==> config.mk <==
export PLATFORM = sky130hd
export DESIGN_NAME = tjap_ctrl
export DESIGN_NICKNAME = d
export VERILOG_FILES = /design/src/rtl/three_joint_angle_pid_assert.svh /design/src/rtl/tjap_pkg.sv /design/src/rtl/tjap_ctrl.sv
export SDC_FILE = /design/constraint.sdc
export NUM_CORES = 1
export LEC_CHECK = 0
export BUFFER_PORTS_ARGS = -buffer_cell sky130_fd_sc_hd__clkbuf_2
export CAP_MARGIN = 30
export CORE_AREA = 3 3 40 42
export DETAILED_ROUTE_END_ITERATION = 7
export DIE_AREA = 0 0 43 45
export SYNTH_ARGS = -nofsm -noshare
export SYNTH_HDL_FRONTEND = slang
export SYNTH_SLANG_ARGS = --single-unit
==> constraint.sdc <==
create_clock -name clk -period 1.1 [get_ports clk]
set_input_delay 0.22 -clock clk [delete_from_list [all_inputs] [get_ports clk]]
set_output_delay 0.22 -clock clk [all_outputs]
set_load 0.02 [all_outputs]
==> src/rtl/three_joint_angle_pid_assert.svh <==
// assertion macros for the three joint angle pid controller
`ifndef THREE_JOINT_ANGLE_PID_ASSERT_SVH
`define THREE_JOINT_ANGLE_PID_ASSERT_SVH

`ifndef SYNTH
`define TJAP_ASSERT_SAME(label, ante, cons) \
	label: assert property (@(posedge clk) disable iff (!arst_n) (ante) |-> (cons)) \
		else $error("tjap assertion failed");
`define TJAP_ASSERT_NEXT(label, ante, cons) \
	label: assert property (@(posedge clk) disable iff (!arst_n) (ante) |=> (cons)) \
		else $error("tjap assertion failed");
`else
`define TJAP_ASSERT_SAME(label, ante, cons)
`define TJAP_ASSERT_NEXT(label, ante, cons)
`endif

`endif

==> src/rtl/tjap_pkg.sv <==
// shared types and constants for the three joint angle pid controller
package tjap_pkg;

	localparam int ANGLE_W = 14;
	localparam int DIFF_W = 16;
	localparam int ERR_W = 13;
	localparam int DE_W = 14;
	localparam int DRIVE_W = 9;
	localparam int GAIN_W = 64;
	localparam int KP_W = 16;
	localparam int KI_W = 24;
	localparam int KD_W = 24;
	localparam int HALF_TURN = 2880;
	localparam int FULL_TURN = 5760;
	localparam int DRIVE_LIMIT = 255;
	localparam int SUM_BITS_DEF = 40;
	localparam int FRAC_W = 28;
	localparam int SCALE_SH = 16;
	localparam int CAP_BIT = 60;
	localparam int ACC_W = 64;
	localparam int MAG_W = 44;
	localparam int Q_W = 16;
	localparam int NUM_STAGES = 5;
	localparam int IDX_W = 2;

	typedef enum logic [IDX_W-1:0] {
		REG_GAINS_FIRST  = 2'd0,
		REG_GAINS_SECOND = 2'd1,
		REG_GAINS_SWIVEL = 2'd2,
		REG_SWIVEL_EN    = 2'd3
	} reg_idx_t;

	typedef struct packed {
		logic [KP_W-1:0] kp;
		logic [KI_W-1:0] ki;
		logic [KD_W-1:0] kd;
	} gains_t;

	typedef struct packed {
		logic en_s1;
		logic en_s2;
		logic en_s3;
		logic en_s4;
		logic en_s5;
	} pipe_en_t;

	localparam gains_t GAINS_FIRST_RST  = 64'd1801439921315938304;
	localparam gains_t GAINS_SECOND_RST = 64'd1801440554639065088;
	localparam gains_t GAINS_SWIVEL_RST = 64'd7205759460081377280;

endpackage

==> src/rtl/tjap_ctrl.sv <==
// pipeline valid tracking and stage load enables
module tjap_ctrl (
	input  logic                             clk,
	input  logic                             arst_n,
	input  logic                             angle_valid,
	output logic                             angle_stall,
	output logic                             drive_valid,
	input  logic                             drive_stall,
	output tjap_pkg::pipe_en_t               en,
	output logic [tjap_pkg::NUM_STAGES-1:0]  stage_valid
);
	import tjap_pkg::*;

	logic [NUM_STAGES-1:0] valid_q;
	logic [NUM_STAGES-1:0] ready;

	always_comb begin
		ready[NUM_STAGES-1] = !valid_q[NUM_STAGES-1] || !drive_stall;
		for (int k = NUM_STAGES - 2; k >= 0; k--) begin
			ready[k] = !valid_q[k] || ready[k+1];
		end
	end

	always_ff @(posedge clk or negedge arst_n) begin
		if (!arst_n) begin
			valid_q <= '0;
		end else begin
			if (ready[0]) begin
				valid_q[0] <= angle_valid;
			end
			for (int k = 1; k < NUM_STAGES; k++) begin
				if (ready[k]) begin
					valid_q[k] <= valid_q[k-1];
				end
			end
		end
	end

	assign en.en_s1 = ready[0] && angle_valid;
	assign en.en_s2 = ready[1] && valid_q[0];
	assign en.en_s3 = ready[2] && valid_q[1];
	assign en.en_s4 = ready[3] && valid_q[2];
	assign en.en_s5 = ready[4] && valid_q[3];

	assign angle_stall = !ready[0];
	assign drive_valid = valid_q[NUM_STAGES-1];
	assign stage_valid = valid_q;

endmodule

==> impl_metrics.env <==
export IMPL_ys_seq_elements=5
export IMPL_crit_type="flip-flop to primary output"
export IMPL_dp_hpwl_um=474
export IMPL_mostFrequentLayoutCell="buf_4"
export IMPL_fin_crit_sh_pct=123
export IMPL_skew_ns=0.00618
export IMPL_syn_inst=21
export IMPL_cts_made_buffers=3
export IMPL_drt_initial_drc_count=1
export IMPL_placed_cell_area_um2=377
export IMPL_routed_via_density=3.98
export IMPL_insertedDiodeCount=0
export IMPL_final_area_um2=537
export IMPL_peakVddDrop_mv=0.675
export IMPL_cts_htree_levels=1
export IMPL_slowest_delay_ns=0.43
export IMPL_syn_cell_area_um2=238
export IMPL_crit_fanout=4
export IMPL_syn_num_nets=25
export IMPL_cp_cell_sequence="and4_4 > a21boi_4 > buf_8"
export IMPL_drc_errors=0
export IMPL_wire_per_inst_um=10.5
export IMPL_power_density_nw_per_um2=1500
export IMPL_start_util_pct=18.5
export IMPL_fin_crit_ns=1.35
export IMPL_fin_util_pct=41.8
export IMPL_gp_congestion=0.625
export IMPL_cp_top_family="flip-flops"
export IMPL_die_x_um=43
export IMPL_drv_cap=0
export IMPL_antenna_found_initial=0
export IMPL_end_kind="primary output"
export IMPL_coreArea_um2=1280
export IMPL_ioPinCount=16
export IMPL_arrival_ns=1.13
export IMPL_overflow=0
export IMPL_worst_pin_slew_ns=0.145
export IMPL_io_buffers=15
export IMPL_timing_critical_path_buf_inv=1
export IMPL_track_usage_pct=7.44
export IMPL_hp_class="input port to flip-flop"
export IMPL_dp_slack_ns=-0.0317
export IMPL_drive_above_1_share_pct=78.7
export IMPL_cp_slowest_cell="dfrtp_2"
export IMPL_yosysUniqueCellTypes=15
export IMPL_cts_sinks=5
export IMPL_grt_pass1_vias=255
export IMPL_clockBufferDepth=2
export IMPL_synth_seq_area_share_pct=52.6
export IMPL_dieHeight_um=45
export IMPL_finalWorstSetupSlack_ns=-0.250
export IMPL_drt_first_pass_iters=2
export IMPL_max_freq_ghz=0.740
export IMPL_wl_um=654
export IMPL_syn_area_per_cell_um2=11.3
export IMPL_whs_ns=0.217
export IMPL_startpoint_type="flip-flop"
export IMPL_cts_tree="yes"
export IMPL_final_cell_mix="6 x buf_4, 5 x clkbuf_2, 4 x clkbuf_8, 4 x dfrtp_2"
export IMPL_rows=13
export IMPL_rsz0062_at_grt="true"
export IMPL_fillers=119
export IMPL_worstSkewPairLatency_ns=0.24
export IMPL_largest_reg_flops=5
export IMPL_cp_required_ns=0.88
export IMPL_vias=247
export IMPL_p_leak_nw=0.247
export IMPL_nets=52
export IMPL_setup_viol=11
export IMPL_report_final_slew_viol_count=0
export IMPL_finalSetupTns_ns=-1.57
export IMPL_slew_headroom_pct=90.4
export IMPL_ant_nets=0
export IMPL_status="complete, but fails checks"
export IMPL_cts_root_buf="clkbuf_4"
export IMPL_ys_warn_count=0
export IMPL_violations="negative setup slack"
export IMPL_cts_reportedPaths_clkPinSlew_ns=0.05
export IMPL_hold_viol=0
export IMPL_area_growth_pct=126
export IMPL_die_area_um2=1940
export IMPL_grt_pass1_wl_um=1060
export IMPL_grt_max_degree=6
==> layer usage <==
layer	track usage (%)	share of wire, %	vias up
met4	3.61	0	0
li1	-	-	126
met1	9.02	45	105
met2	11.7	40	16
met3	2.79	15	0
met5	0	0	-
==> logic make-up (layout without fill, tap and decap cells) <==
| logic type | after synthesis | in the layout | synth area share, % |
|---|---|---|---|
| compound gates | 6 | 6 | 19.5 |
| simple gates | 9 | 9 | 24.7 |
| flops | 5 | 5 | 52.6 |
| buf+inv | 1 | 27 | 3.16 |
==> power by group <==
part / switching (mW) / internal, mW / total [mW]
Sequential: 0.0316 / 0.210 / 0.241
Clock: 0.0711 / 0.137 / 0.208
Combinational: 0.156 / 0.199 / 0.355
==> Yosys cell counts (all sizes together) <==
cell	count	area [um2]
a21boi	2	15.0
nor2	1	3.75
buf	1	7.51
dfrtp	5	125
and4	1	8.76
nand2b	2	12.5
and2	2	12.5
nand4	1	12.5
o21a	1	7.51
a21o	2	16.3
o21bai	1	7.51
nand3	1	5.00
nand2	1	3.75
==> final timing paths <==
kind / start / endpoint / slack [ns] / cells past startpoint
worst max-delay path: stage_valid[4]$_DFFE_PN0P_ / en[3] / -0.25 / 3
worst min-delay path: angle_valid / stage_valid[0]$_DFFE_PN0P_ / 0.22 / 2
worst max register to register: stage_valid[4]$_DFFE_PN0P_ / stage_valid[1]$_DFFE_PN0P_ / 0.18 / 2
worst min register to register: stage_valid[0]$_DFFE_PN0P_ / stage_valid[1]$_DFFE_PN0P_ / 0.61 / 2
max in group asynchronous: arst_n / stage_valid[2]$_DFFE_PN0P_ / 0.60 / 2
min in group asynchronous: arst_n / stage_valid[4]$_DFFE_PN0P_ / 0.34 / 2
==> through the flow <==
stage               instances  power (mW)
finish                     62       0.804
global route               62       0.858
CTS                        60       0.772
detailed placement         54       0.485
global placement           54       0.484
floorplan                  21       0.387
==> area by class of cell <==
class                      count  area [um2]  area share, %
sequential                     5         130           24.2
multi-input combinational     15         138           25.6
timing repair buffer          23         224           41.7
tap                           15        18.8           3.50
clock buffer                   4        26.3           4.90
==> timing repair <==
item | CTS | global route
endpoints found under the setup margin | 9 | 11
pin swaps | 0 | 1
resized for setup | 11 | 16
endpoints found under the hold margin | 5 | 0
cloned | 0 | 0
hold buffers | 1 | 0
setup buffers | 1 | 2
No activity file was read; power rests on OpenSTA's default activity.
