## src/rtl/three_joint_angle_pid_assert.svh

```systemverilog
// assertion macros for the three joint angle pid controller
`ifndef THREE_JOINT_ANGLE_PID_ASSERT_SVH
`define THREE_JOINT_ANGLE_PID_ASSERT_SVH

`ifndef SYNTH
`define TJAP_ASSERT_SAME(label, ante, cons) \
	label: assert property (@(posedge clk) disable iff (!arst_n) (ante) |-> (cons)) \
		else $error("tjap assertion failed");
`define TJAP_ASSERT_NEXT(label, ante, cons) \
	label: assert property (@(posedge clk) disable iff (!arst_n) (ante) |=> (cons)) \
		else $error("tjap assertion failed");
`else
`define TJAP_ASSERT_SAME(label, ante, cons)
`define TJAP_ASSERT_NEXT(label, ante, cons)
`endif

`endif

```

## src/rtl/tjap_pkg.sv

```systemverilog
// shared types and constants for the three joint angle pid controller
package tjap_pkg;

	localparam int ANGLE_W = 14;
	localparam int DIFF_W = 16;
	localparam int ERR_W = 13;
	localparam int DE_W = 14;
	localparam int DRIVE_W = 9;
	localparam int GAIN_W = 64;
	localparam int KP_W = 16;
	localparam int KI_W = 24;
	localparam int KD_W = 24;
	localparam int HALF_TURN = 2880;
	localparam int FULL_TURN = 5760;
	localparam int DRIVE_LIMIT = 255;
	localparam int SUM_BITS_DEF = 40;
	localparam int FRAC_W = 28;
	localparam int SCALE_SH = 16;
	localparam int CAP_BIT = 60;
	localparam int ACC_W = 64;
	localparam int MAG_W = 44;
	localparam int Q_W = 16;
	localparam int NUM_STAGES = 5;
	localparam int IDX_W = 2;

	typedef enum logic [IDX_W-1:0] {
		REG_GAINS_FIRST  = 2'd0,
		REG_GAINS_SECOND = 2'd1,
		REG_GAINS_SWIVEL = 2'd2,
		REG_SWIVEL_EN    = 2'd3
	} reg_idx_t;

	typedef struct packed {
		logic [KP_W-1:0] kp;
		logic [KI_W-1:0] ki;
		logic [KD_W-1:0] kd;
	} gains_t;

	typedef struct packed {
		logic en_s1;
		logic en_s2;
		logic en_s3;
		logic en_s4;
		logic en_s5;
	} pipe_en_t;

	localparam gains_t GAINS_FIRST_RST  = 64'd1801439921315938304;
	localparam gains_t GAINS_SECOND_RST = 64'd1801440554639065088;
	localparam gains_t GAINS_SWIVEL_RST = 64'd7205759460081377280;

endpackage

```

## src/rtl/tjap_cfg.sv

```systemverilog
// configuration registers: per joint gains and swivel drive enable
module tjap_cfg (
	input  logic                        clk,
	input  logic                        arst_n,
	input  logic                        cfg_valid,
	output logic                        cfg_ready,
	input  logic [tjap_pkg::IDX_W-1:0]  cfg_index,
	input  logic [tjap_pkg::GAIN_W-1:0] cfg_data,
	output tjap_pkg::gains_t            gains_first,
	output tjap_pkg::gains_t            gains_second,
	output tjap_pkg::gains_t            gains_swivel,
	output logic                        swivel_en
);
	import tjap_pkg::*;

	gains_t gains_first_q, gains_second_q, gains_swivel_q;
	logic   swivel_en_q;

	assign cfg_ready = 1'b1;

	always_ff @(posedge clk or negedge arst_n) begin
		if (!arst_n) begin
			gains_first_q  <= GAINS_FIRST_RST;
			gains_second_q <= GAINS_SECOND_RST;
			gains_swivel_q <= GAINS_SWIVEL_RST;
			swivel_en_q    <= 1'b0;
		end else if (cfg_valid && cfg_ready) begin
			case (reg_idx_t'(cfg_index))
				REG_GAINS_FIRST:  gains_first_q  <= cfg_data;
				REG_GAINS_SECOND: gains_second_q <= cfg_data;
				REG_GAINS_SWIVEL: gains_swivel_q <= cfg_data;
				REG_SWIVEL_EN:    swivel_en_q    <= cfg_data[0];
				default:          swivel_en_q    <= swivel_en_q;
			endcase
		end
	end

	assign gains_first  = gains_first_q;
	assign gains_second = gains_second_q;
	assign gains_swivel = gains_swivel_q;
	assign swivel_en    = swivel_en_q;

endmodule

```

## config.mk

```make
export PLATFORM = sky130hd
export DESIGN_NAME = tjap_cfg
export DESIGN_NICKNAME = d
export VERILOG_FILES = /design/src/rtl/three_joint_angle_pid_assert.svh /design/src/rtl/tjap_pkg.sv /design/src/rtl/tjap_cfg.sv
export SDC_FILE = /design/constraint.sdc
export NUM_CORES = 1
export LEC_CHECK = 0
export BUFFER_PORTS_ARGS = -buffer_cell sky130_fd_sc_hd__buf_2
export CAP_MARGIN = 40
export CORE_UTILIZATION = 44
export DETAILED_ROUTE_END_ITERATION = 16
export PLACE_DENSITY = 0.77
export RECOVER_POWER = 100
export SKIP_CTS_REPAIR_TIMING = 1
export SYNTH_ARGS = -nofsm -noshare
export SYNTH_HDL_FRONTEND = slang
export SYNTH_SLANG_ARGS = --single-unit
```

## constraint.sdc

```tcl
create_clock -name clk -period 1.7 [get_ports clk]
set_clock_uncertainty 0.05 [all_clocks]
set_input_delay 0.17 -clock clk [delete_from_list [all_inputs] [get_ports clk]]
set_output_delay 0.17 -clock clk [all_outputs]
set_load 0.01 [all_outputs]
```

==> results.txt <==
status - finished, final reports clean
HPWL Detailed - 12100 um
RSZ-0062 raised after global routing - false
worst vdd ir - 0.000692 V
Worst Reg2Reg Path Length in Cells - 1
met3 usage - 3.85%
Tcrit/Tclk final - 83.8%
placed cells - 891
Starting Density - 45.6%
DR pass1 iterations - 4
slowest stage cell, crit path - buf_2
FF+latch area - 4890 um^2
layout cells sized above 1 - 30.3%
hold_sp - cfg_data[0]
initial DRC count - 140
critical-path maximum fanout - 27
Longest Clk Path Bufs - 2
Syn Std Cell Area - 7990 um^2
Vias - 4813
H-tree level count - 4
Clock Latency Late Sink - 0.42 ns
width of the die - 137 um
Arrival @ worst endpoint - 1.67 ns
PwrDens - 1270 nW/um^2
synthesized instance count - 413
Mean Syn Cell Area - 19.3 um^2
largest net degree at the start of global routing - 71
Die ar. - 18700 um^2
Levels on crit path - 4
# port buffers - 261
Final #Nets - 818
# IOs - 263
GR Overflow Total - 0
CTS buffer count - 17
syn_nets - 482
Layout Cells excl Fill - 987
antenna-violating nets left - 0
max-slew violations - 0
CTS tree - built
CORE AREA - 17500 um^2
synthesized flop and latch total - 193
setup_tns - 0 ns
Final setup viols - 0
Min-Delay Path Depth - 2
CP required - 1.95 ns
chip height - 137 um
Post-Route WL - 18100 um
critical path class - in2reg
Slew @ Worst Pin - 0.733 ns
Root Buffer - clkbuf_16
area of the multi-input gates - 2310 um^2
initial antenna violation count - 0
vias per inst - 4.88
GR Layer Usage met1 - 22.7%
Worst Setup End Kind - register
busiest grt layer - met2
internal reg-to-reg setup slack - 0.81 ns
Largest stage delay, worst path - 0.63 ns
max-cap violations - 0
crit-path leading delay family - buffers and inverters
drt drc - 0
post-layout min period - 1.42 ns
area grow syn2layout - 24.1%
clock sink total - 193
vias in the first global route - 4958
# fillers - 1568
Yosys cell types - 11
global-route wire length before repair - 26700 um
GR Util met2 - 32.4%
RR Endpoint - gains_swivel[42]$_DFFE_PN0P_
sequential element share of the synthesized area - 61.2%
Hold Path End - gains_first[0]$_DFFE_PN0P_
Layout Utilization - 56.5%
Worst slew margin - 51.1%
Leakage - 4.25 nW
Worst-path clk slew - 0.07 ns
WP buf/inv - 2
worst min path class - in2reg
Hold Vio Cnt, Final - 0
RePlAce Congestion - 0.843
FMAX - 0.702 GHz
CP Cell Sequence - clkbuf_1, nand3b_1, buf_2, mux2_1
diode count - 0
Worst R2R Start - gains_swivel[42]$_DFFE_PN0P_
Synth warnings - 0
drt wl/cell - 18.3 um
# rows - 48
GRT Total Usage - 18.8%
CP Launch Type - primary input
[cells by family (layout without fill, tap and decap cells)]
| group | Yosys count | in the layout | synth area share [%] |
|---|---|---|---|
| buffers and inverters | 22 | 371 | 5.03 |
| flip-flops | 193 | 193 | 61.2 |
| multiplexers | 193 | 193 | 33.3 |
| other | 1 | 1 | 0.0469 |
| AND/OR/NAND/NOR | 4 | 4 | 0.407 |
[how the worst max path moves through the flow]
stage	from	to	slack, ns
floorplan	cfg_index[1]	gains_first[10]$_DFFE_PN0P_	0.52
global placement	cfg_index[0]	gains_swivel[39]$_DFFE_PN0P_	0.27
detailed placement	cfg_index[1]	gains_first[40]$_DFFE_PN0P_	0.23
CTS	gains_second[30]$_DFFE_PN1P_	gains_second[30]	0.35
global route	cfg_index[0]	gains_swivel[42]$_DFFE_PN0P_	0.23
finish	cfg_index[0]	gains_swivel[42]$_DFFE_PN0P_	0.28
[cells in the mapped netlist, drive strengths merged]
library cell	n	area, um^2
dfstp	48	1260
mux2	193	2660
nor3b	1	12.5
nand3	1	5.00
dfrtp	145	3630
nand3b	2	15.0
buf	22	402
conb	1	3.75
[cell type report]
class / instances / share of cell area (%)
Tap cell: 225 / 2.84
Sequential cell: 193 / 49.3
Clock inverter: 15 / 1.72
Multi-Input combinational cell: 198 / 23.3
Timing Repair Buffer: 339 / 18.6
Clock buffer: 17 / 4.29
[per-layer routing]
layer | vias to the layer above | wire, um
li1 | 2120 | -
met2 | 174 | 9300
met3 | 34 | 819
met5 | - | 0
met1 | 2485 | 7480
met4 | 0 | 456
[cells in the final DEF (no fill, tap or decap), types with 3 or more instances in the layout]
cell	Yosys	final
dlygate4sd3_1	0	64
dfrtp_1	145	145
inv_6	0	5
buf_12	18	5
mux2_4	130	24
clkbuf_16	0	17
mux2_1	0	106
clkbuf_1	0	201
mux2_2	63	63
clkbuf_2	0	5
dfstp_2	48	37
dfstp_1	0	11
buf_2	0	63
clkinv_4	0	3
[state kept, by name, indices dropped and copies added (netlist names)]
name / count
gains_first: 64
gains_second: 64
gains_swivel: 64
swivel_en: 1
[where the power goes]
part	switching [mW]	leakage (nW)	internal (mW)
clock	1.91	0.285	2.10
sequential	0.523	2.21	5.61
combinational	1.33	1.75	1.16
total	3.77	4.25	8.86
[metrics by stage]
step / setup slack, ns / area [um^2] / total power [mW] / hold slack [ns]
final: 0.275 / 9920 / 12.6 / 0.00309
after floorplan: 0.524 / 7990 / 7.87 / -0.176
after detailed placement: 0.234 / 9410 / 9.24 / 0.00522
after global placement: 0.267 / 9410 / 9.11 / 0.00367
after global routing: 0.232 / 9920 / 13.2 / 0.000649
after CTS: 0.348 / 10000 / 13.3 / -0.466
Power figures use the tool's default switching activity.
