**config.mk**
```make
export PLATFORM = sky130hd
export DESIGN_NAME = tjap_joint
export DESIGN_NICKNAME = d
export VERILOG_FILES = /design/src/rtl/three_joint_angle_pid_assert.svh /design/src/rtl/tjap_pkg.sv /design/src/rtl/tjap_joint.sv
export SDC_FILE = /design/constraint.sdc
export NUM_CORES = 2
export LEC_CHECK = 0
export BUFFER_PORTS_ARGS = -buffer_cell sky130_fd_sc_hd__buf_2
export CORE_AREA = 3 3 410 412
export CTS_BUF_LIST = sky130_fd_sc_hd__clkbuf_16
export CTS_CLUSTER_DIAMETER = 100
export DETAILED_ROUTE_END_ITERATION = 8
export DIE_AREA = 0 0 413 415
export GPL_ROUTABILITY_DRIVEN = 0
export PLACE_DENSITY = 0.57
export REMOVE_ABC_BUFFERS = 1
export SLEW_MARGIN = 20
export SYNTH_ARGS = -nofsm -noshare
export SYNTH_HDL_FRONTEND = slang
export SYNTH_SLANG_ARGS = --single-unit
```
**constraint.sdc**
```tcl
create_clock -name clk -period 11.8 [get_ports clk]
set_input_delay 0.59 -clock clk [delete_from_list [all_inputs] [get_ports clk]]
set_output_delay 0.59 -clock clk [all_outputs]
set_load 0.005 [all_outputs]
```
**src/rtl/three_joint_angle_pid_assert.svh**
```systemverilog
// assertion macros for the three joint angle pid controller
`ifndef THREE_JOINT_ANGLE_PID_ASSERT_SVH
`define THREE_JOINT_ANGLE_PID_ASSERT_SVH

`ifndef SYNTH
`define TJAP_ASSERT_SAME(label, ante, cons) \
	label: assert property (@(posedge clk) disable iff (!arst_n) (ante) |-> (cons)) \
		else $error("tjap assertion failed");
`define TJAP_ASSERT_NEXT(label, ante, cons) \
	label: assert property (@(posedge clk) disable iff (!arst_n) (ante) |=> (cons)) \
		else $error("tjap assertion failed");
`else
`define TJAP_ASSERT_SAME(label, ante, cons)
`define TJAP_ASSERT_NEXT(label, ante, cons)
`endif

`endif

```
**src/rtl/tjap_pkg.sv**
```systemverilog
// shared types and constants for the three joint angle pid controller
package tjap_pkg;

	localparam int ANGLE_W = 14;
	localparam int DIFF_W = 16;
	localparam int ERR_W = 13;
	localparam int DE_W = 14;
	localparam int DRIVE_W = 9;
	localparam int GAIN_W = 64;
	localparam int KP_W = 16;
	localparam int KI_W = 24;
	localparam int KD_W = 24;
	localparam int HALF_TURN = 2880;
	localparam int FULL_TURN = 5760;
	localparam int DRIVE_LIMIT = 255;
	localparam int SUM_BITS_DEF = 40;
	localparam int FRAC_W = 28;
	localparam int SCALE_SH = 16;
	localparam int CAP_BIT = 60;
	localparam int ACC_W = 64;
	localparam int MAG_W = 44;
	localparam int Q_W = 16;
	localparam int NUM_STAGES = 5;
	localparam int IDX_W = 2;

	typedef enum logic [IDX_W-1:0] {
		REG_GAINS_FIRST  = 2'd0,
		REG_GAINS_SECOND = 2'd1,
		REG_GAINS_SWIVEL = 2'd2,
		REG_SWIVEL_EN    = 2'd3
	} reg_idx_t;

	typedef struct packed {
		logic [KP_W-1:0] kp;
		logic [KI_W-1:0] ki;
		logic [KD_W-1:0] kd;
	} gains_t;

	typedef struct packed {
		logic en_s1;
		logic en_s2;
		logic en_s3;
		logic en_s4;
		logic en_s5;
	} pipe_en_t;

	localparam gains_t GAINS_FIRST_RST  = 64'd1801439921315938304;
	localparam gains_t GAINS_SECOND_RST = 64'd1801440554639065088;
	localparam gains_t GAINS_SWIVEL_RST = 64'd7205759460081377280;

endpackage

```
**src/rtl/tjap_joint.sv**
```systemverilog
// per joint datapath: error wrap, saturating sum, pid terms, clamp and rounding
module tjap_joint #(
	parameter int SUM_BITS = tjap_pkg::SUM_BITS_DEF
) (
	input  logic                                clk,
	input  logic                                arst_n,
	input  tjap_pkg::pipe_en_t                  en,
	input  tjap_pkg::gains_t                    gains,
	input  logic signed [tjap_pkg::ANGLE_W-1:0] target,
	input  logic signed [tjap_pkg::ANGLE_W-1:0] measured,
	output logic signed [tjap_pkg::DRIVE_W-1:0] drive
);
	import tjap_pkg::*;

	localparam int LO_W = (SUM_BITS + 1) / 2;
	localparam int HI_W = SUM_BITS - LO_W;
	localparam int PW = KI_W + SUM_BITS;
	localparam int XW = (PW > CAP_BIT + 1) ? PW : CAP_BIT + 1;
	localparam logic [CAP_BIT:0] I_CAP = {1'b1, {CAP_BIT{1'b0}}};

	// state
	logic signed [SUM_BITS-1:0] sum_q;
	logic signed [ERR_W-1:0]    prev_q;

	// stage 1
	logic signed [ANGLE_W-1:0]  target_s1, measured_s1;
	logic signed [DIFF_W-1:0]   x, r;
	logic signed [ERR_W-1:0]    err;
	logic signed [SUM_BITS:0]   sum_wide;
	logic signed [SUM_BITS-1:0] sum_new;
	logic signed [DE_W-1:0]     de;
	logic                       zero;

	// stage 2
	logic signed [ERR_W-1:0]    err_s2;
	logic signed [DE_W-1:0]     de_s2;
	logic signed [SUM_BITS-1:0] sum_s2;
	logic                       zero_s2;
	logic [SUM_BITS-1:0]        mag_sum;
	logic signed [KP_W:0]       kp_sx;
	logic signed [KD_W:0]       kd_sx;
	logic signed [KP_W+ERR_W:0] pp;
	logic signed [KD_W+DE_W:0]  pd;
	logic [KI_W+LO_W-1:0]       pl;
	logic [KI_W+HI_W-1:0]       ph;

	// stage 3
	logic signed [KP_W+ERR_W:0] pp_s3;
	logic signed [KD_W+DE_W:0]  pd_s3;
	logic [KI_W+LO_W-1:0]       pl_s3;
	logic [KI_W+HI_W-1:0]       ph_s3;
	logic                       neg_s3, zero_s3;
	logic [PW-1:0]              p_full;
	logic [XW-1:0]              p_ext;
	logic [CAP_BIT:0]           imag;
	logic signed [ACC_W-1:0]    iterm, v;

	// stage 4
	logic signed [ACC_W-1:0]    v_s4;
	logic                       zero_s4;
	logic signed [ACC_W-1:0]    lim, vc;
	logic [MAG_W-1:0]           mag_v, rnd;
	logic [Q_W-1:0]             q, q_neg;
	logic signed [DRIVE_W-1:0]  drive_c;

	// stage 5
	logic signed [DRIVE_W-1:0]  drive_s5;

	// wrap the angle difference into half a turn either way, then the error delta and saturating sum
	always_comb begin
		x = DIFF_W'(target_s1) - DIFF_W'(measured_s1) + DIFF_W'(HALF_TURN);
		if (x < -DIFF_W'(2 * FULL_TURN)) begin
			r = x + DIFF_W'(3 * FULL_TURN);
		end else if (x < -DIFF_W'(FULL_TURN)) begin
			r = x + DIFF_W'(2 * FULL_TURN);
		end else if (x < 0) begin
			r = x + DIFF_W'(FULL_TURN);
		end else if (x < DIFF_W'(FULL_TURN)) begin
			r = x;
		end else if (x < DIFF_W'(2 * FULL_TURN)) begin
			r = x - DIFF_W'(FULL_TURN);
		end else if (x < DIFF_W'(3 * FULL_TURN)) begin
			r = x - DIFF_W'(2 * FULL_TURN);
		end else begin
			r = x - DIFF_W'(3 * FULL_TURN);
		end
		err  = ERR_W'(r - DIFF_W'(HALF_TURN));
		zero = (err == '0);
		de   = DE_W'(err) - DE_W'(prev_q);
		sum_wide = (SUM_BITS+1)'(sum_q) + (SUM_BITS+1)'(err);
		if (sum_wide[SUM_BITS] != sum_wide[SUM_BITS-1]) begin
			sum_new = sum_wide[SUM_BITS] ? {1'b1, {(SUM_BITS-1){1'b0}}}
				: {1'b0, {(SUM_BITS-1){1'b1}}};
		end else begin
			sum_new = sum_wide[SUM_BITS-1:0];
		end
	end

	always_ff @(posedge clk or negedge arst_n) begin
		if (!arst_n) begin
			sum_q  <= '0;
			prev_q <= '0;
		end else if (en.en_s2 && !zero) begin
			sum_q  <= sum_new;
			prev_q <= err;
		end
	end

	// products
	always_comb begin
		mag_sum = sum_s2[SUM_BITS-1] ? SUM_BITS'(-sum_s2) : SUM_BITS'(sum_s2);
		kp_sx = signed'({1'b0, gains.kp});
		kd_sx = signed'({1'b0, gains.kd});
		pp = (KP_W+ERR_W+1)'(kp_sx) * (KP_W+ERR_W+1)'(err_s2);
		pd = (KD_W+DE_W+1)'(kd_sx) * (KD_W+DE_W+1)'(de_s2);
		pl = (KI_W+LO_W)'(gains.ki) * (KI_W+LO_W)'(mag_sum[LO_W-1:0]);
		ph = (KI_W+HI_W)'(gains.ki) * (KI_W+HI_W)'(mag_sum[SUM_BITS-1:LO_W]);
	end

	// integral term with cap, then the three term sum
	always_comb begin
		p_full = (PW'(ph_s3) << LO_W) + PW'(pl_s3);
		p_ext  = XW'(p_full);
		imag   = (|p_ext[XW-1:CAP_BIT]) ? I_CAP : {1'b0, p_ext[CAP_BIT-1:0]};
		iterm  = neg_s3 ? -signed'(ACC_W'(imag)) : signed'(ACC_W'(imag));
		v = (ACC_W'(pp_s3) <<< SCALE_SH) + iterm + (ACC_W'(pd_s3) <<< SCALE_SH);
	end

	// clamp, round half away from zero, negate
	always_comb begin
		lim = signed'(ACC_W'(DRIVE_LIMIT) << FRAC_W);
		if (v_s4 > lim) begin
			vc = lim;
		end else if (v_s4 < -lim) begin
			vc = -lim;
		end else begin
			vc = v_s4;
		end
		mag_v = vc[ACC_W-1] ? MAG_W'(-vc) : MAG_W'(vc);
		rnd   = mag_v + (MAG_W'(1) << (FRAC_W - 1));
		q     = rnd[FRAC_W+Q_W-1:FRAC_W];
		q_neg = -q;
		if (zero_s4) begin
			drive_c = '0;
		end else if (vc[ACC_W-1]) begin
			drive_c = signed'(q[DRIVE_W-1:0]);
		end else begin
			drive_c = signed'(q_neg[DRIVE_W-1:0]);
		end
	end

	always_ff @(posedge clk) begin
		if (en.en_s1) begin
			target_s1   <= target;
			measured_s1 <= measured;
		end
		if (en.en_s2) begin
			err_s2  <= err;
			de_s2   <= de;
			sum_s2  <= sum_new;
			zero_s2 <= zero;
		end
		if (en.en_s3) begin
			pp_s3   <= pp;
			pd_s3   <= pd;
			pl_s3   <= pl;
			ph_s3   <= ph;
			neg_s3  <= sum_s2[SUM_BITS-1];
			zero_s3 <= zero_s2;
		end
		if (en.en_s4) begin
			v_s4    <= v;
			zero_s4 <= zero_s3;
		end
		if (en.en_s5) begin
			drive_s5 <= drive_c;
		end
	end

	assign drive = drive_s5;

endmodule

```
==> qor.csv <==
stage;metric;value;unit
logic_synthesis;Synth Area in Compound Gates;0.0861;
clock_tree;H-tree depth;2;
route;DRC Markers;0;
sta;Least-Margin Pin Slew;1150;ps
worst_setup_path;class of the most critical setup path;flip-flop to flip-flop;
floorplan;Core Area;165000;sq um
route;Final ANT Viol Nets;0;
worst_setup_path;worst r2r src;sum_s2[1]$_DFFE_PP_;
cells_and_area;area of the multi-input gates;56500;sq um
logic_synthesis;post-synth top area cell;fa_1;
global_routing;largest net degree at the start of global routing;88;
floorplan;IO Count;108;
floorplan;Core Rows;149;
global_routing;initial antenna violation count;18;
worst_setup_path;crit path DAT;11230;ps
cells_and_area;Layout Nets;9857;
worst_setup_path;critical path's largest stage delay;570;ps
cells_and_area;layout cells sized above 1;0.0540;
logic_synthesis;post-synthesis adder-cell area fraction;0.460;
worst_setup_path;CP Launch Type;flip-flop;
worst_setup_path;Crit Path Max Fanout;16;
job;max_cap viols;0;
route;router iterations before antenna repair;5;
cells_and_area;commonest non-fill, non-tap cell in the layout;inv_1;
place;input/output buffers;107;
logic_synthesis;Syn Std Cell Area;73900;sq um
cells_and_area;fill cell count;15695;
global_routing;global-route wire length before repair;316000;um
worst_setup_path;worst path bufs/invs;5;
route;routed len/inst;19.6;um
logic_synthesis;Gate Count Post-Synth;7882;
logic_synthesis;post-synthesis average cell area;9.37;sq um
global_routing;global-route total usage across every layer;0.234;
status;status;finished clean;
route;DR vias;53921;
floorplan;die area;171000;sq um
clock_tree;Max clock buf depth;3;
place;Post-DP HPWL;157000;um
worst_setup_path;Worst setup EP type;flip-flop;
cells_and_area;FF/Latch Area;11200;sq um
sta;Sum Neg Setup Slack;0;ps
clock_tree;Hold Buf Count CTS;0;
logic_synthesis;asr flop ratio synth;0.139;
worst_setup_path;CP delay by family, top;adder cells;
floorplan;die width;413;um
logic_synthesis;top cells by area, synth;fa_1, edfxtp_1, ha_1, inv_1, nand2_1;
global_routing;met2 global-route usage;0.378;
sta;Tmin final;10910;ps
sta;fin crit share;0.925;
cells_and_area;Area Overhead vs Synth;6.17;%
sta;Slew headroom;0.212;
worst_setup_path;Most Frequent Cell on Critical Path;fa_1;
global_routing;total congestion overflow;0;
sta;fmax;91.7;MHz
logic_synthesis;Ys Warns;0;
sta;# setup viols final;0;
clock_tree;post-CTS setup buffer count;0;
clock_tree;Num CTS Buffers;42;
sta;RSZ-0062 raised after global routing;no;
logic_synthesis;Synth Area in XOR/XNOR;0.0426;
sta;Setup WS post-layout;889;ps
global_routing;met3 usage;0.0469;
sta;final max-slew violation count;0;
clock_tree;clk root buf;clkbuf_16;
logic_synthesis;library cells used by synthesis;94;
logic_synthesis;flops & latches, synth;382;
global_routing;vias in the first global route;56480;
clock_tree;CTS tree;yes;
clock_tree;Clk Latency, worst-skew pair;600;ps
place;dpl ws;942;ps
floorplan;Initial Util;0.448;
global_routing;met1 usage;0.326;
worst_setup_path;Req. time, crit path;12120;ps
logic_synthesis;most common flop cell mapped by yosys;edfxtp_1;
worst_hold_path;critical hold path startpoint;target[6];
logic_synthesis;Seq/Total Area, Yosys;0.152;
logic_synthesis;Post-synth EDFFs;329;
route;DR vias/cell;5.38;
logic_synthesis;post-synth top area share;0.339;
route;Routed WL;197000;um
sta;worst clock skew;29.4;ps
route;DRT iter0 DRCs;3656;
cells_and_area;most frequent cells in the layout;inv_1, fa_1, nand2_1;
clock_tree;post-cts resize count;0;
worst_hold_path;HP Class;input port to flip-flop;
logic_synthesis;main combinational cell family by area after synthesis;adder cells;
clock_tree;Sink Count;382;
floorplan;die height;415;um
logic_synthesis;post-synthesis mux area share;0.0103;
clock_tree;CTS clock-pin slew for the worst setup and hold paths;70;ps
logic_synthesis;simple-gate portion of the synthesized area;0.160;
worst_setup_path;critical path's slowest cell;fa_1;
sta;final hold violations;0;
global_routing;gr busiest metal;met2;
worst_setup_path;crit path launch;sum_s2[1]$_DFFE_PP_;
==> stage by stage <==
| step | instances | hold slack [ps] | cell area, sq um | util |
|---|---|---|---|---|
| floorplan | 7557 | 294 | 72600 | - |
| detailed placement | 9943 | 491 | 77000 | 0.467 |
| global route | 10022 | 123 | 78400 | 0.476 |
| global placement | 9943 | 488 | 77000 | 0.467 |
| CTS | 10021 | 99.0 | 78400 | 0.476 |
| finish | 10027 | 157 | 78400 | 0.476 |
==> layout make-up <==
class,count,area share
Sequential cell,382,0.143
Inverter,1422,0.0681
Clock buffer,42,0.0134
Clock inverter,36,0.00376
Multi-Input combinational cell,5753,0.721
Tap cell,2189,0.0349
Antenna cell,5,0.000160
Timing Repair Buffer,198,0.0158
==> metal layers <==
| layer | routed length [um] | share of wire | vias to the layer above |
|---|---|---|---|
| met2 | 91100 | 0.46 | 1388 |
| met5 | 0 | 0 | - |
| met3 | 14000 | 0.071 | 251 |
| met1 | 87100 | 0.44 | 27418 |
| li1 | - | - | 24864 |
| met4 | 4660 | 0.024 | 0 |
==> cells in the mapped netlist, types with 18 or more instances <==
cell	count
xnor2_1	252
o21a_1	45
and2_1	537
a21o_1	109
ha_1	707
nor2b_1	133
or3_1	27
a21oi_1	277
nor2_1	228
nand2_1	1030
a21boi_0	18
fa_1	1252
o211ai_1	24
nor4_1	41
clkbuf_1	307
o31ai_1	42
a211oi_1	32
xor2_1	105
dfrtp_1	53
nor3_1	57
nand2b_1	87
and3_1	36
inv_1	1421
mux2_2	55
edfxtp_1	329
a31oi_1	35
or2_2	21
o21bai_1	43
nand4_1	38
o21ai_0	174
nand3_1	90
==> worst register-to-register path: cells and delay by family (launching register included) <==
family	cells	cell delay, ps
compound gates	9	1830
xor+xnor	1	270
fa+ha+maj	9	4010
buf+inv	5	550
flops	1	420
mux	1	160
simple gates	12	3380
==> cell families after synthesis <==
group / count (synthesis)
adders and majority gates: 1964
buffers and inverters: 1747
AOI/OAI and AO/OA: 964
muxes: 69
xor gates and xnor gates: 358
and+or+nand+nor: 2398
DFF: 382
==> registers in the layout, summed over array words and instances (netlist names), 9 cells and up <==
name and flops:
v_s4 64, ph_s3 44, pl_s3 44, sum_q 40
sum_s2 40, pd_s3 39, pp_s3 30, de_s2 14
measured_s1 14, target_s1 14, err_s2 13, prev_q 13
drive 9
==> worst paths after layout <==
path | end | slack [ps] | cells past startpoint
min in group asynchronous | sum_q[38]$_DFFE_PN0P_ | 170 | 2
max in group asynchronous | sum_q[16]$_DFFE_PN0P_ | 11090 | 2
hold / removal | target_s1[6]$_DFFE_PP_ | 160 | 1
hold reg to reg | prev_q[7]$_DFFE_PN0P_ | 500 | 1
setup reg to reg | ph_s3[43]$_DFFE_PP_ | 890 | 37
setup / recovery | ph_s3[43]$_DFFE_PP_ | 890 | 37
Power is left out: the tool's default activity adds up to more than one toggle a clock period on the data nets, which glitch-free logic cannot reach.
